===== src/rtl/core/sine_cosine_unit_core_assert.svh =====
// ----------------------------------------------------------------------------
// Sine/cosine unit assertion macros
// Shared property wrappers; they compile away when SYNTHESIS is set.
// ----------------------------------------------------------------------------
`ifndef SINE_COSINE_UNIT_CORE_ASSERT_SVH
`define SINE_COSINE_UNIT_CORE_ASSERT_SVH

`ifndef SYNTHESIS
// Check prop at every rising edge while reset is released.
`define SCU_ASSERT(lbl, clk, rstn, prop, msg) \
    lbl: assert property (@(posedge clk) disable iff (!(rstn)) (prop)) else $error(msg);
// Check prop at every rising edge, reset included.
`define SCU_ASSERT_ALWAYS(lbl, clk, prop, msg) \
    lbl: assert property (@(posedge clk) (prop)) else $error(msg);
`else
`define SCU_ASSERT(lbl, clk, rstn, prop, msg)
`define SCU_ASSERT_ALWAYS(lbl, clk, prop, msg)
`endif

`endif


===== src/rtl/core/scu_pkg.sv =====
`timescale 1ns / 1ps
// ----------------------------------------------------------------------------
// Sine/cosine unit package
// Widths, fixed-point constants and the pipeline payload type.
// ----------------------------------------------------------------------------
package scu_pkg;

    // Field and datapath widths
    localparam int unsigned ANGLE_W       = 24;  // input angle, Q8.16
    localparam int unsigned RED_W         = 19;  // angle mod two pi
    localparam int unsigned X_W           = 18;  // folded angle, 0..pi
    localparam int unsigned X2_W          = 28;  // x^2 in Q4.24
    localparam int unsigned X2_SHIFT      = 8;
    localparam int unsigned FRAC_SHIFT    = 14;  // Q16 -> Q30
    localparam int unsigned TERM_W        = 33;  // series term magnitude, Q30
    localparam int unsigned PROD_SHIFT    = 24;
    localparam int unsigned P_W           = 36;  // term * x^2 >> 24
    localparam int unsigned SUM_W         = 36;  // signed Q30 running sum
    localparam int unsigned RECIP_SHIFT   = 37;  // reciprocal scale for exact division
    localparam int unsigned RECIP_W       = 35;
    localparam int unsigned SPLIT_W       = 18;  // partial product split point
    localparam int unsigned RES_W         = 9;   // residue after estimated quotient
    localparam int unsigned OUT_W         = 16;  // Q2.14 results
    localparam int unsigned RND_SHIFT     = 16;  // Q30 -> Q14
    localparam int unsigned ROOT_W        = 15;
    localparam int unsigned RAD_W         = 29;  // radicand 2^28 - s^2
    localparam int unsigned SQRT_STEPS    = 4;   // root bits per stage
    localparam int unsigned SQRT_STAGES   = (ROOT_W + SQRT_STEPS - 1) / SQRT_STEPS;
    localparam int unsigned MOD_STEPS     = 6;   // quotient bits of angle / two pi
    localparam int unsigned MOD_PER_STAGE = 3;

    // Default number of series terms
    localparam int unsigned SCU_TERMS = 4;

    // Angle constants in Q8.16
    localparam logic [RED_W-1:0] PI_Q16            = 19'd205887;
    localparam logic [RED_W-1:0] TWO_PI_Q16        = 19'd411774;
    localparam logic [RED_W-1:0] HALF_PI_Q16       = 19'd102943;
    localparam logic [RED_W-1:0] THREE_HALF_PI_Q16 = 19'd308830;

    localparam logic [ROOT_W-1:0] ONE_Q14    = 15'd16384;
    localparam logic [RAD_W-1:0]  ONE_SQ_Q28 = 29'd268435456;

    // Payload between polynomial stages
    typedef struct packed {
        logic [X2_W-1:0]          x2;
        logic [TERM_W-1:0]        term;
        logic signed [SUM_W-1:0]  sum;
        logic                     neg_s;  // reduced angle above pi
        logic                     neg_c;  // reduced angle strictly in (pi/2, 3pi/2)
    } scu_poly_t;

endpackage


===== src/rtl/core/scu_reduce.sv =====
`timescale 1ns / 1ps
// ----------------------------------------------------------------------------
// Sine/cosine unit angle reduction
// Reduces the angle mod two pi, folds the upper half-turn and seeds the series.
// ----------------------------------------------------------------------------
module scu_reduce
    import scu_pkg::*;
(
    input  logic               aclk,
    input  logic               aresetn,
    input  logic               in_valid,
    output logic               in_ready,
    input  logic [ANGLE_W-1:0] in_angle,
    output logic               out_valid,
    input  logic               out_ready,
    output scu_poly_t          out_poly
);

    localparam int unsigned NSTG = 4;
    localparam logic [ANGLE_W-1:0] MOD_BASE = ANGLE_W'(TWO_PI_Q16);

    // Restoring subtraction of two pi multiples, MOD_PER_STAGE quotient bits
    function automatic logic [ANGLE_W-1:0] mod_pass(input logic [ANGLE_W-1:0] v,
                                                    input int unsigned top_sh);
        logic [ANGLE_W-1:0] rem;
        logic [ANGLE_W-1:0] sub;
        rem = v;
        for (int i = 0; i < MOD_PER_STAGE; i++) begin
            sub = MOD_BASE << (top_sh - i);
            if (rem >= sub) begin
                rem = rem - sub;
            end
        end
        return rem;
    endfunction

    logic [NSTG-1:0] valid_reg;
    logic [NSTG-1:0] stg_ready;

    logic [ANGLE_W-1:0] m1_reg;
    logic [RED_W-1:0]   r_reg;
    logic [X_W-1:0]     x_reg;
    logic               neg_s_reg;
    logic               neg_c_reg;
    scu_poly_t          poly_reg;

    logic [ANGLE_W-1:0] m1_next;
    logic [ANGLE_W-1:0] m2_full;
    logic [RED_W-1:0]   r_next;
    logic [X_W-1:0]     x_next;
    logic               neg_s_next;
    logic               neg_c_next;
    logic [2*X_W-1:0]   xx;
    scu_poly_t          poly_next;

    // Stage advances when empty or when the next stage advances
    always_comb begin
        logic dn_ready;
        dn_ready = out_ready;
        for (int i = NSTG - 1; i >= 0; i--) begin
            stg_ready[i] = !valid_reg[i] || dn_ready;
            dn_ready     = stg_ready[i];
        end
    end

    always_comb begin
        m1_next    = mod_pass(in_angle, MOD_STEPS - 1);
        m2_full    = mod_pass(m1_reg, MOD_STEPS - 1 - MOD_PER_STAGE);
        r_next     = m2_full[RED_W-1:0];
        neg_s_next = r_reg > PI_Q16;
        x_next     = neg_s_next ? X_W'(r_reg - PI_Q16) : r_reg[X_W-1:0];
        neg_c_next = (r_reg > HALF_PI_Q16) && (r_reg < THREE_HALF_PI_Q16);
        xx                = x_reg * x_reg;
        poly_next.x2      = xx[X2_SHIFT +: X2_W];
        poly_next.term    = TERM_W'(x_reg) << FRAC_SHIFT;
        poly_next.sum     = $signed(SUM_W'(x_reg) << FRAC_SHIFT);
        poly_next.neg_s   = neg_s_reg;
        poly_next.neg_c   = neg_c_reg;
    end

    always_ff @(posedge aclk) begin
        if (!aresetn) begin
            valid_reg <= '0;
        end else begin
            for (int i = 0; i < NSTG; i++) begin
                if (stg_ready[i]) begin
                    valid_reg[i] <= (i == 0) ? in_valid : valid_reg[i-1];
                end
            end
        end
    end

    always_ff @(posedge aclk) begin
        if (stg_ready[0]) begin
            m1_reg <= m1_next;
        end
        if (stg_ready[1]) begin
            r_reg <= r_next;
        end
        if (stg_ready[2]) begin
            x_reg     <= x_next;
            neg_s_reg <= neg_s_next;
            neg_c_reg <= neg_c_next;
        end
        if (stg_ready[3]) begin
            poly_reg <= poly_next;
        end
    end

    assign in_ready  = stg_ready[0];
    assign out_valid = valid_reg[NSTG-1];
    assign out_poly  = poly_reg;

endmodule


===== config.mk =====
export PLATFORM = sky130hd
export DESIGN_NAME = scu_reduce
export DESIGN_NICKNAME = d
export VERILOG_FILES = /design/src/rtl/core/sine_cosine_unit_core_assert.svh /design/src/rtl/core/scu_pkg.sv /design/src/rtl/core/scu_reduce.sv
export SDC_FILE = /design/constraint.sdc
export NUM_CORES = 1
export LEC_CHECK = 0
export ABC_AREA = 1
export BUFFER_PORTS_ARGS = -buffer_cell sky130_fd_sc_hd__buf_4
export CAP_MARGIN = 25
export CORE_ASPECT_RATIO = 0.8
export CORE_MARGIN = 5
export CORE_UTILIZATION = 25
export DETAILED_ROUTE_END_ITERATION = 8
export PLACE_DENSITY = 0.44
export REMOVE_ABC_BUFFERS = 1
export SYNTH_ARGS = -nofsm -noshare
export SYNTH_HDL_FRONTEND = slang
export SYNTH_SLANG_ARGS = --single-unit

===== constraint.sdc =====
create_clock -name aclk -period 6.2 [get_ports aclk]
set_input_delay 0.31 -clock aclk [delete_from_list [all_inputs] [get_ports aclk]]
set_output_delay 0.31 -clock aclk [all_outputs]
set_load 0.05 [all_outputs]

=== Word-level counts from Yosys, hierarchy flattened ===
Index checks and enable logic that the tools add are counted.

* Add/sub/neg operators: 7
* Multipliers: 1
* Order comparisons: 9
* Multiplexer cells: 7
* Reductions and logical operators: 9

{| class="wikitable"
|+ Operators with widths
! kind !! count
|-
| two-way mux 24 bit || 5
|-
| multiplier 18 x 18 -> 36 bit || 1
|-
| greater-or-equal comparator 24 x 19 -> 1 bit, second input constant || 1
|-
| greater-or-equal comparator 24 x 20 -> 1 bit, second input constant || 1
|-
| greater-or-equal comparator 24 x 21 -> 1 bit, second input constant || 1
|-
| greater-or-equal comparator 24 x 22 -> 1 bit, second input constant || 1
|-
| greater-or-equal comparator 24 x 23 -> 1 bit, second input constant || 1
|-
| greater-or-equal comparator 24 bit, second input constant || 1
|-
| subtractor 24 x 20 -> 24 bit, second input constant || 1
|-
| subtractor 24 x 21 -> 24 bit, second input constant || 1
|-
| subtractor 24 x 22 -> 24 bit, second input constant || 1
|-
| subtractor 24 x 23 -> 24 bit, second input constant || 1
|-
| subtractor 24 bit, second input constant || 1
|-
| greater-than comparator 19 x 17 -> 1 bit, second input constant || 1
|-
| greater-than comparator 19 x 18 -> 1 bit, second input constant || 1
|-
| less-than comparator 19 bit, second input constant || 1
|-
| two-way mux 19 bit || 1
|-
| subtractor 19 bit, second input constant || 1
|-
| two-way mux 18 bit || 1
|-
| subtractor 18 bit, second input constant || 1
|-
| logical NOT 1 bit || 4
|-
| logical OR 1 bit || 4
|-
| logical AND 1 bit || 1
|}

* Register bits after elaboration: 115
* Input port bits: 28
* Output and inout bits: 101
* Word-level logic and storage cells: 46

=== Depth between registers and ports, before layout ===
Gate-level depths: netlist of run 1.

* Depth after elaboration: 6
* Depth in mapped cells: 35
* Mapped depth without buffers: 32

=== Least setup slack after synthesis of run 1 ===
Ideal clock, no wire load.

* Path type: register to register
* Start point: reg x_reg[3]
* End point: reg poly_reg, in the netlist out_poly[93] (data pin)
* Library setup time: 260 ps
* Data arrival time: 6002 ps
* Required time: 5940 ps
* Slack: -62 ps
* Stages on the path, launching flop included: 27
* Path buffers: 2
* Path through: edfxtp_1 > clkbuf_1 > clkbuf_1 > nand2_1 > fa_1 > inv_1 > fa_1 > inv_1 > fa_1 > fa_1 > inv_1 > fa_1 > inv_1 > fa_1 > inv_1 > ha_1 > nand2_1 > o21ai_0 > a21oi_1 > inv_1 > a21oi_1 > o21ai_0 > a21boi_0 > o21bai_1 > nand2_1 > nand2_1 > xor2_1

* Word-level cells in the longest chain between the ends: 1

{| class="wikitable"
|+ RTL lines
! what !! line !! text
|-
| from (decl) || scu_reduce.sv:42 || <nowiki>logic [X_W-1:0] x_reg;</nowiki>
|-
| from (signal assigned) || scu_reduce.sv:101 || <nowiki>x_reg <= x_next;</nowiki>
|-
| multiplier 18 x 18 -> 36 bit || scu_reduce.sv:73 || <nowiki>xx = x_reg * x_reg;</nowiki>
|-
| net xx[30] || scu_reduce.sv:53 || <nowiki>logic [2*X_W-1:0] xx;</nowiki>
|-
| to (signal assigned) || scu_reduce.sv:106 || <nowiki>poly_reg <= poly_next;</nowiki>
|-
| to (decl) || scu_reduce.sv:45 || <nowiki>scu_poly_t poly_reg;</nowiki>
|}

The timed path passes the listed nets, and every way through them passes these cells.
A chain may end at the register's enable or synchronous reset.

=== Worst setup path in the final report of run 1 ===
* Start point: reg x_reg[5]
* End point: reg poly_reg, in the netlist out_poly[93] (data pin)

Same word-level chain as after synthesis.

==> impl_metrics.toml, run 1 <==
[placement]
gp_congestion = 0.824
hpwl_um = 41700
portBuffers = 95

[setup_path]
r2r_end = "out_poly[93]"
r2r.worst_path.cells = 21
end_kind = "register"
crit_type = "reg2reg"
cp_max_fo = 6
critPathBufInv = 6
crit_chain = "buf_4 -> buf_4 -> nand2_1 -> inv_1 -> fa_1 -> inv_1 -> fa_1 -> inv_1 -> fa_1 -> fa_1 -> fa_1 -> fa_1 -> ha_1 -> a21oi_1 -> inv_1 -> a21oi_1 -> a21boi_1 -> o21bai_1 -> nand2_1 -> nand2_1 -> xor2_1"
path_delay_family = "adder cells"
cp_slowest_cell = "fa_1"
reg2reg_slack_ns = 0.27
cp_common_cell = "fa_1"
start_kind = "register"
slowest_delay_ns = 0.53
cp.arrival_ns = 6.14
cp.required_ns = 6.41
cp.depth = 21
r2r_start = "x_reg[5]"

[clock_tree]
cts_inserted_buffers = 17
cts_tree = "done"
htreeDepth = 4
insertion_delay_ns = 0.47
cts.sinks = 115
cts-root-buf = "clkbuf_16"
cts_buffer_depth = 2
clk_pin_slew_worst_paths_ns = 0.06

[synth]
ys.flop_type = "edfxtp_1"
synth_area_leaders = "fa_1 (23%), edfxtp_1 (17%), nand2_1 (14%)"
synth_cell_types = 52
synth_common_cells = "nand2_1 (737), inv_1 (543), fa_1 (219)"
synth_warnings = 0
synth_edf_count = 111
ys_seq_area_share_pct = 17.9
synth.most_common_cell = "nand2_1"
netlist_instances = 2590
synth_area_um2 = 19100
ys_ff_latch = 115
synth_top_area_share_pct = 23.0
avgSynthCellArea_um2 = 7.37
async_reset_ff_share_pct = 0
yosysTopAreaCell = "fa_1"

[routing]
drt_iter0_drc = 788
vias_per_cell = 4.14
drc = 0
ant_nets = 0
wire_per_inst_um = 13.2
wirelength_um = 49600
route.vias.total = 15507
dr.pass1.iters = 5

[sta]
relSlewSlack_pct = 38.7
min_period_ns = 5.93
fin_crit_sh_pct = 95.6
worst_pin_slew_ns = 0.919
fmax_mhz = 169
finalHoldViolCount = 0
final-setup-viol-count = 0
whs_ns = 0.0679
finalSetupTns_ns = 0
final_max_slew_viol_count = 0
clock-skew-final_ns = 0.0122

[floorplanning]
io_pins = 129
die_y_um = 257
dieWidth_um = 319
rows = 90
start_util_pct = 25.3
dieArea_um2 = 82000
coreArea_um2 = 75600

[cells_and_area]
area_growth_pct = 15.2
drive_gt1_share_pct = 12.6
largest_register_ffs = 48
antennaDiodeCount = 0
num-nets-final = 3087

[global_route]
grt_max_degree = 50
grt_pass1_wl_um = 81900
antenna_found_initial = 0
grt.overflow.total = 0
grt_pass1_vias = 15179
grt_usage_pct = 12.2

[min_path]
min_to = "valid_reg[1]"
hp-class = "in2reg"
hold_start = "aresetn"
hold_depth = 2

[run_status]
status = "finished clean"

[run]
max_cap_viol_count = 0
## cell type report
type | count | area [µm²]
Tap cell | 1012 | 1270
Multi-Input combinational cell | 1822 | 13000
Sequential cell | 115 | 3410
Clock inverter | 14 | 191
Clock buffer | 18 | 429
Timing Repair Buffer | 196 | 1560
Inverter | 568 | 2130
Fill cell | 8289 | 53600
## cells by family after synthesis
family	share of synthesized area, %
XOR/XNOR	4.95
AND/OR/NAND/NOR	26.4
multiplexers	0.0590
buffers and inverters	15.1
flip-flops	17.9
other	0.0196
AO/OA/AOI/OAI	4.78
adder cells (fa/ha/maj)	30.8
## per-stage QoR
stage | setup WS (ns) | area (µm²) | utilization [%] | std cells
finish | 0.270 | 22000 | 29.1 | 3745
global route | -0.0665 | 22000 | 29.1 | 3745
CTS | 0.0887 | 21800 | 28.9 | 3735
detailed placement | -0.0591 | 21200 | 28.0 | 3699
global placement | 0.0127 | 21100 | 28.0 | 3698
floorplan | 0.177 | 18500 | - | 2505
## worst max path at each step
| stage | startpoint | endpoint |
|---|---|---|
| after floorplan | x_reg[3] | out_poly[93] |
| after global placement | x_reg[3] | out_poly[98] |
| after detailed placement | x_reg[8] | out_poly[98] |
| after CTS | x_reg[7] | out_poly[98] |
| after global routing | x_reg[8] | out_poly[93] |
| final | x_reg[5] | out_poly[93] |
## per-layer routing
metal | share of wire [%] | vias up | track usage (%)
met5 | 0 | - | 0
met4 | 0.88 | 0 | 2.35
met3 | 3.4 | 16 | 1.93
met2 | 43 | 188 | 18.6
met1 | 52 | 7235 | 18.4
li1 | - | 8068 | -
## repair_timing
| item | in CTS | in global routing |
|---|---|---|
| endpoints found under the setup margin | 3 | 13 |
| buffers inserted | 0 | 9 |
| resized for setup | 2 | 22 |
| hold endpoints to repair | 4 | 0 |
| pin swaps | 0 | 2 |
| hold buffers | 4 | 0 |
## cell usage in the layout, fill, tap and decap left out, drive strengths merged, types with 5 or more instances in the layout
cell type,Yosys,final
nand2,766,766
inv,567,575
fa,219,219
nor2,205,205
buf,82,192
nand3,135,135
ha,120,120
edfxtp,111,111
xor2,79,79
a21oi,65,65
o21ai,65,65
nand4,53,53
conb,1,33
xnor2,28,28
clkbuf,35,18
nor3,11,11
o21bai,6,6
or2,5,5
## worst reg2reg max path: cells and delay by family (launching register included)
kind,cells,cell delay [ns]
AO/OA/AOI/OAI,4,0.78
XOR/XNOR,1,0.13
adder cells (fa/ha/maj),7,3.46
buffers and inverters,6,0.62
flip-flops,1,0.48
AND/OR/NAND/NOR,3,0.21
Power of run 1 is not shown: default switching activity piles up to over one toggle a cycle in this logic, so the estimate is an artifact.
==> run 2, diff against run 1 <==
ABC_AREA = 0   (was 1)
==> run 2 against run 1 <==
Net effect:
- via count is 9.7% lower
- the run now ends with setup timing left
- core utilization is 1.4 points higher
- largest cell class unchanged
- critical path depth is 6 higher
==> impl_metrics.toml, run 2 <==
[setup_path]
crit_path_end = "out_poly[98]"
end_kind = "register"
cp_max_fo = 4
slowest_delay_ns = 0.56
cp.required_ns = 6.40
r2r_end = "out_poly[98]"
crit_path_start = "x_reg[3]"
crit_type = "reg2reg"
start_kind = "register"
r2r.worst_path.cells = 27
cp.arrival_ns = 7.11
cp_slowest_cell = "fa_1"
reg2reg_slack_ns = -0.71
cp_common_cell = "fa_1"
r2r_start = "x_reg[3]"

[global_route]
antenna_found_initial = 0
grt.overflow.total = 0
grt_pass1_vias = 14172
grt_max_degree = 49
grt_pass1_wl_um = 75900
grt_usage_pct = 12.4

[clock_tree]
clk_pin_slew_worst_paths_ns = 0.06
cts_tree = "done"
cts-root-buf = "clkbuf_16"
cts_buffer_depth = 2
insertion_delay_ns = 0.46
cts.sinks = 115
htreeDepth = 4
cts_inserted_buffers = 17

[routing]
wirelength_um = 47200
ant_nets = 0
route.vias.total = 14010
wire_per_inst_um = 15.2
vias_per_cell = 4.51
dr.pass1.iters = 5
drt_iter0_drc = 846
drc = 0

[synth]
netlist_instances = 1925
synth_cell_types = 92
synth_top_area_share_pct = 24.9
synth_edf_count = 111
synth_area_um2 = 17600
synth.most_common_cell = "inv_1"
ys.flop_type = "edfxtp_1"
yosysTopAreaCell = "fa_1"
synth_warnings = 0
ys_seq_area_share_pct = 19.4
avgSynthCellArea_um2 = 9.15
async_reset_ff_share_pct = 0
ys_ff_latch = 115
synth_common_cells = "inv_1 (329), fa_1 (219), nand2_1 (174)"
synth_area_leaders = "fa_1 (25%), edfxtp_1 (19%), ha_1 (8.5%)"

[run_status]
violations = "setup timing"
status = "finished with violations"

[cells_and_area]
drive_gt1_share_pct = 19.0
final_core_util_pct = 30.5
final_cell_mix = "inv_1 (325), buf_4 (291), fa_1 (215), nand2_1 (171), ha_1 (115)"
num-nets-final = 2528
largest_register_ffs = 48
area_growth_pct = 21.4
final_cells = 3108
antennaDiodeCount = 0
layout_commonest_cell = "inv_1"

[floorplanning]
coreArea_um2 = 70200
rows = 87
io_pins = 129
start_util_pct = 25.1
die_y_um = 247
dieWidth_um = 307
dieArea_um2 = 75900

[min_path]
hp-class = "in2reg"

[sta]
min_period_ns = 6.91
worst_pin_slew_ns = 0.865
clock-skew-final_ns = 0.0190
fin_crit_sh_pct = 111
worst_slack_ns = -0.707
final-setup-viol-count = 11
finalSetupTns_ns = -3.87
fmax_mhz = 145
rsz0062_at_grt = "true"
relSlewSlack_pct = 42.2
final_max_slew_viol_count = 0
finalHoldViolCount = 0

[placement]
portBuffers = 95
gp_congestion = 0.874
hpwl_um = 38900
dp_cells = 3058

[run]
max_cap_viol_count = 0
[run 2: cell types whose count changed in the layout (fill, tap and decap cells not counted), moves of 29 or more]
| cell | previous run | this run |
|---|---|---|
| nand2_1 | 737 | 171 |
| buf_4 | 186 | 291 |
| and2_1 | 2 | 69 |
| xnor2_1 | 28 | 91 |
| inv_1 | 542 | 325 |
| nor2_1 | 180 | 98 |
| nand3_1 | 124 | 52 |
| nand4_1 | 53 | 24 |
[run 2: cell families (layout without fill, tap and decap cells)]
kind of cell             after synthesis  count (layout)  share of synthesized area (%)
flip-flops                           115             115                           19.4
other                                  1              33                         0.0213
AO/OA/AOI/OAI                        291             291                           11.8
XOR/XNOR                             143             143                           7.11
adder cells (fa/ha/maj)              339             339                           33.4
AND/OR/NAND/NOR                      571             571                           16.5
buffers and inverters                449             666                           10.9
multiplexers                          16              16                          0.951
[run 2: how the worst min path moves through the flow]
| stage | depth (start not counted) | to | start | slack [ns] |
|---|---|---|---|---|
| after floorplan | 0 | out_poly[0] | neg_c_reg | 0.40 |
| after global placement | 0 | out_poly[1] | neg_s_reg | 0.41 |
| after detailed placement | 0 | out_poly[0] | neg_c_reg | 0.40 |
| after CTS | 1 | m1_reg[1] | in_angle[1] | 0.02 |
| after global routing | 1 | m1_reg[1] | in_angle[1] | 0.02 |
| final | 1 | m1_reg[0] | in_angle[0] | 0.06 |
[run 2: per-layer routing]
| metal | part of all wire (%) | up-vias | global-route usage [%] | wire length, µm |
|---|---|---|---|---|
| li1 | - | 6814 | - | - |
| met1 | 49 | 6904 | 17.9 | 23100 |
| met2 | 46 | 268 | 19.9 | 21600 |
| met3 | 4.3 | 24 | 2.18 | 2040 |
| met4 | 0.92 | 0 | 2.20 | 435 |
| met5 | 0 | - | 0 | 0 |
[run 2: timing repair]
action                                  CTS  global route
buffers inserted                         17             3
resized for setup                        39            21
endpoints found under the setup margin   15            12
hold buffers                              0             0
pin swaps                                43            17
hold endpoints to repair                  0             0
[run 2: cell type report]
class                           instances  area (µm²)
Sequential cell                       115        3410
Multi-Input combinational cell       1393       12600
Timing Repair Buffer                  305        2350
Inverter                              329        1230
Clock inverter                         15         158
Fill cell                            7462       48800
Tap cell                              934        1170
Clock buffer                           17         425
[run 2: critical path: cells and delay by family (launching register included)]
kind	cells	cell delay (ns)
XOR/XNOR	1	0.08
buffers and inverters	7	0.56
adder cells (fa/ha/maj)	7	3.19
flip-flops	1	0.42
AND/OR/NAND/NOR	4	0.73
AO/OA/AOI/OAI	8	1.70
[run 2: stage by stage]
stage | cell area, µm² | hold slack, ns | setup slack (ns)
after CTS | 21300 | 0.0158 | -0.903
final | 21400 | 0.0608 | -0.707
after global routing | 21400 | 0.0224 | -1.09
after global placement | 20400 | 0.415 | -1.29
after detailed placement | 20400 | 0.405 | -1.32
after floorplan | 17100 | 0.400 | -1.07
Power of run 2 is left out for the same reason.
==> run 3, diff against run 2 <==
CORE_UTILIZATION = 50   (was 25)
PLACE_DENSITY = 0.74   (was 0.44)
SETUP_SLACK_MARGIN = 0.5   (was not set)
TNS_END_PERCENT = 10   (was not set)
==> run 3 against run 2 <==
Net effect:
- the run still ends with setup timing left
- via count rose by 2.8%
- sequential share of layout area rose by 0.44 points
- flip-flop and latch count did not move
- worst hold slack improved by 0.020 ns
- first-iteration DRC count rose by 26%
- non-clock buffer count fell by 14
- largest cell class unchanged
==> impl_metrics.toml, run 3 (synthesized netlist as in run 2, its figures left out) <==
[placement]
portBuffers = 95
gp_congestion = 0.924
dp_cells = 2575
post-place-ws_ns = -1.26
hpwl_um = 35000
dpl_cell_area_um2 = 19700

[clock_tree]
insertion_delay_ns = 0.43
cts_inserted_buffers = 17
htreeDepth = 4
cts_tree = "done"
cts_buffer_depth = 2
clk_pin_slew_worst_paths_ns = 0.06
cts.sinks = 115
hold_buffers = 0
cts-root-buf = "clkbuf_16"

[global_route]
grt_max_degree = 49
grt_usage_pct = 23.1
grt_pass1_wl_um = 73300
antenna_found_initial = 0
grt_pass1_vias = 14890
grt.overflow.total = 0

[setup_path]
cp_max_fo = 3
critPathBufInv = 8
r2r.worst_path.cells = 28
end_kind = "register"
cp.arrival_ns = 7.12
cp_slowest_cell = "fa_1"
r2r_start = "x_reg[4]"
cp.required_ns = 6.38
cp_common_cell = "inv_2"
crit_type = "reg2reg"
reg2reg_slack_ns = -0.74
slowest_delay_ns = 0.57
path_delay_family = "adder cells"
r2r_end = "out_poly[96]"
start_kind = "register"

[min_path]
hold_start = "in_angle[0]"
hp-class = "in2reg"
hold_depth = 1
min_to = "m1_reg[0]"

[cells_and_area]
num-nets-final = 2514
postLayoutCellArea_um2 = 20800
final_cell_mix = "inv_1 (317), buf_4 (276), fa_1 (214), nand2_1 (165)"
final_core_util_pct = 59.8
antennaDiodeCount = 0
area_growth_pct = 18.1
final_cells = 2632
fillCellCount = 2885
layout_commonest_cell = "inv_1"
drive_gt1_share_pct = 19.4
largest_register_ffs = 48

[routing]
wire_per_inst_um = 16.6
route.vias.total = 14396
drt_iter0_drc = 1062
drc = 0
ant_nets = 0
dr.pass1.iters = 6
vias_per_cell = 5.47
wirelength_um = 43800

[floorplanning]
dieWidth_um = 220
coreArea_um2 = 34800
start_util_pct = 50.6
dieArea_um2 = 39100
io_pins = 129
die_y_um = 178
rows = 61

[run_status]
status = "finished with violations"
violations = "setup timing"

[sta]
final-setup-viol-count = 9
rsz0062_at_grt = "true"
fin_crit_sh_pct = 112
final_max_slew_viol_count = 0
fmax_mhz = 144
relSlewSlack_pct = 42.1
finalHoldViolCount = 0
clock-skew-final_ns = 0.0167
worst_slack_ns = -0.742
worst_pin_slew_ns = 0.862
min_period_ns = 6.94

[run]
max_cap_viol_count = 0
[run 3: worst max-delay path by stage]
stage                        end  cells after the start  slack [ns]      from
floorplan           out_poly[98]                     25       -1.07  x_reg[3]
global placement    out_poly[98]                     25       -1.08  x_reg[4]
detailed placement  out_poly[98]                     25       -1.26  x_reg[4]
CTS                 out_poly[98]                     26       -0.83  x_reg[5]
global route        out_poly[96]                     28       -0.97  x_reg[5]
finish              out_poly[96]                     28       -0.74  x_reg[4]
[run 3: routing by layer]
layer  up-vias  global-route usage (%)  routed length (µm)
li1       6787                       -                   -
met3        77                    4.33                2630
met5         -                       0                   0
met1      7033                    31.2               19100
met4         0                    7.15                1100
met2       499                    38.2               21000
[run 3: final cells by class]
| type | count | area (µm²) | area share [%] |
|---|---|---|---|
| well taps | 472 | 591 | 2.84 |
| flip-flops and latches | 115 | 3410 | 16.4 |
| clock inverters | 14 | 185 | 0.890 |
| inverters | 329 | 1230 | 5.93 |
| clock buffers | 18 | 429 | 2.06 |
| repair buffers | 291 | 2260 | 10.8 |
| multi-input cells | 1393 | 12700 | 61.0 |
[run 3: repair_timing]
| item | 4_1_cts | 5_1_grt |
|---|---|---|
| resized for setup | 57 | 28 |
| setup endpoints to repair | 20 | 22 |
| endpoints found under the hold margin | 0 | 0 |
| pin swaps | 46 | 27 |
| buffers inserted | 23 | 1 |
[run 3: stage by stage]
step / hold WS, ns / setup TNS (ns)
2_1_floorplan: 0.400 / -5.50
3_3_place_gp: 0.458 / -6.74
3_5_place_dp: 0.477 / -8.67
4_1_cts: 0.0546 / -4.27
5_1_grt: 0.0553 / -6.22
6_report: 0.0805 / -3.92
Power of run 3 is left out for the same reason.
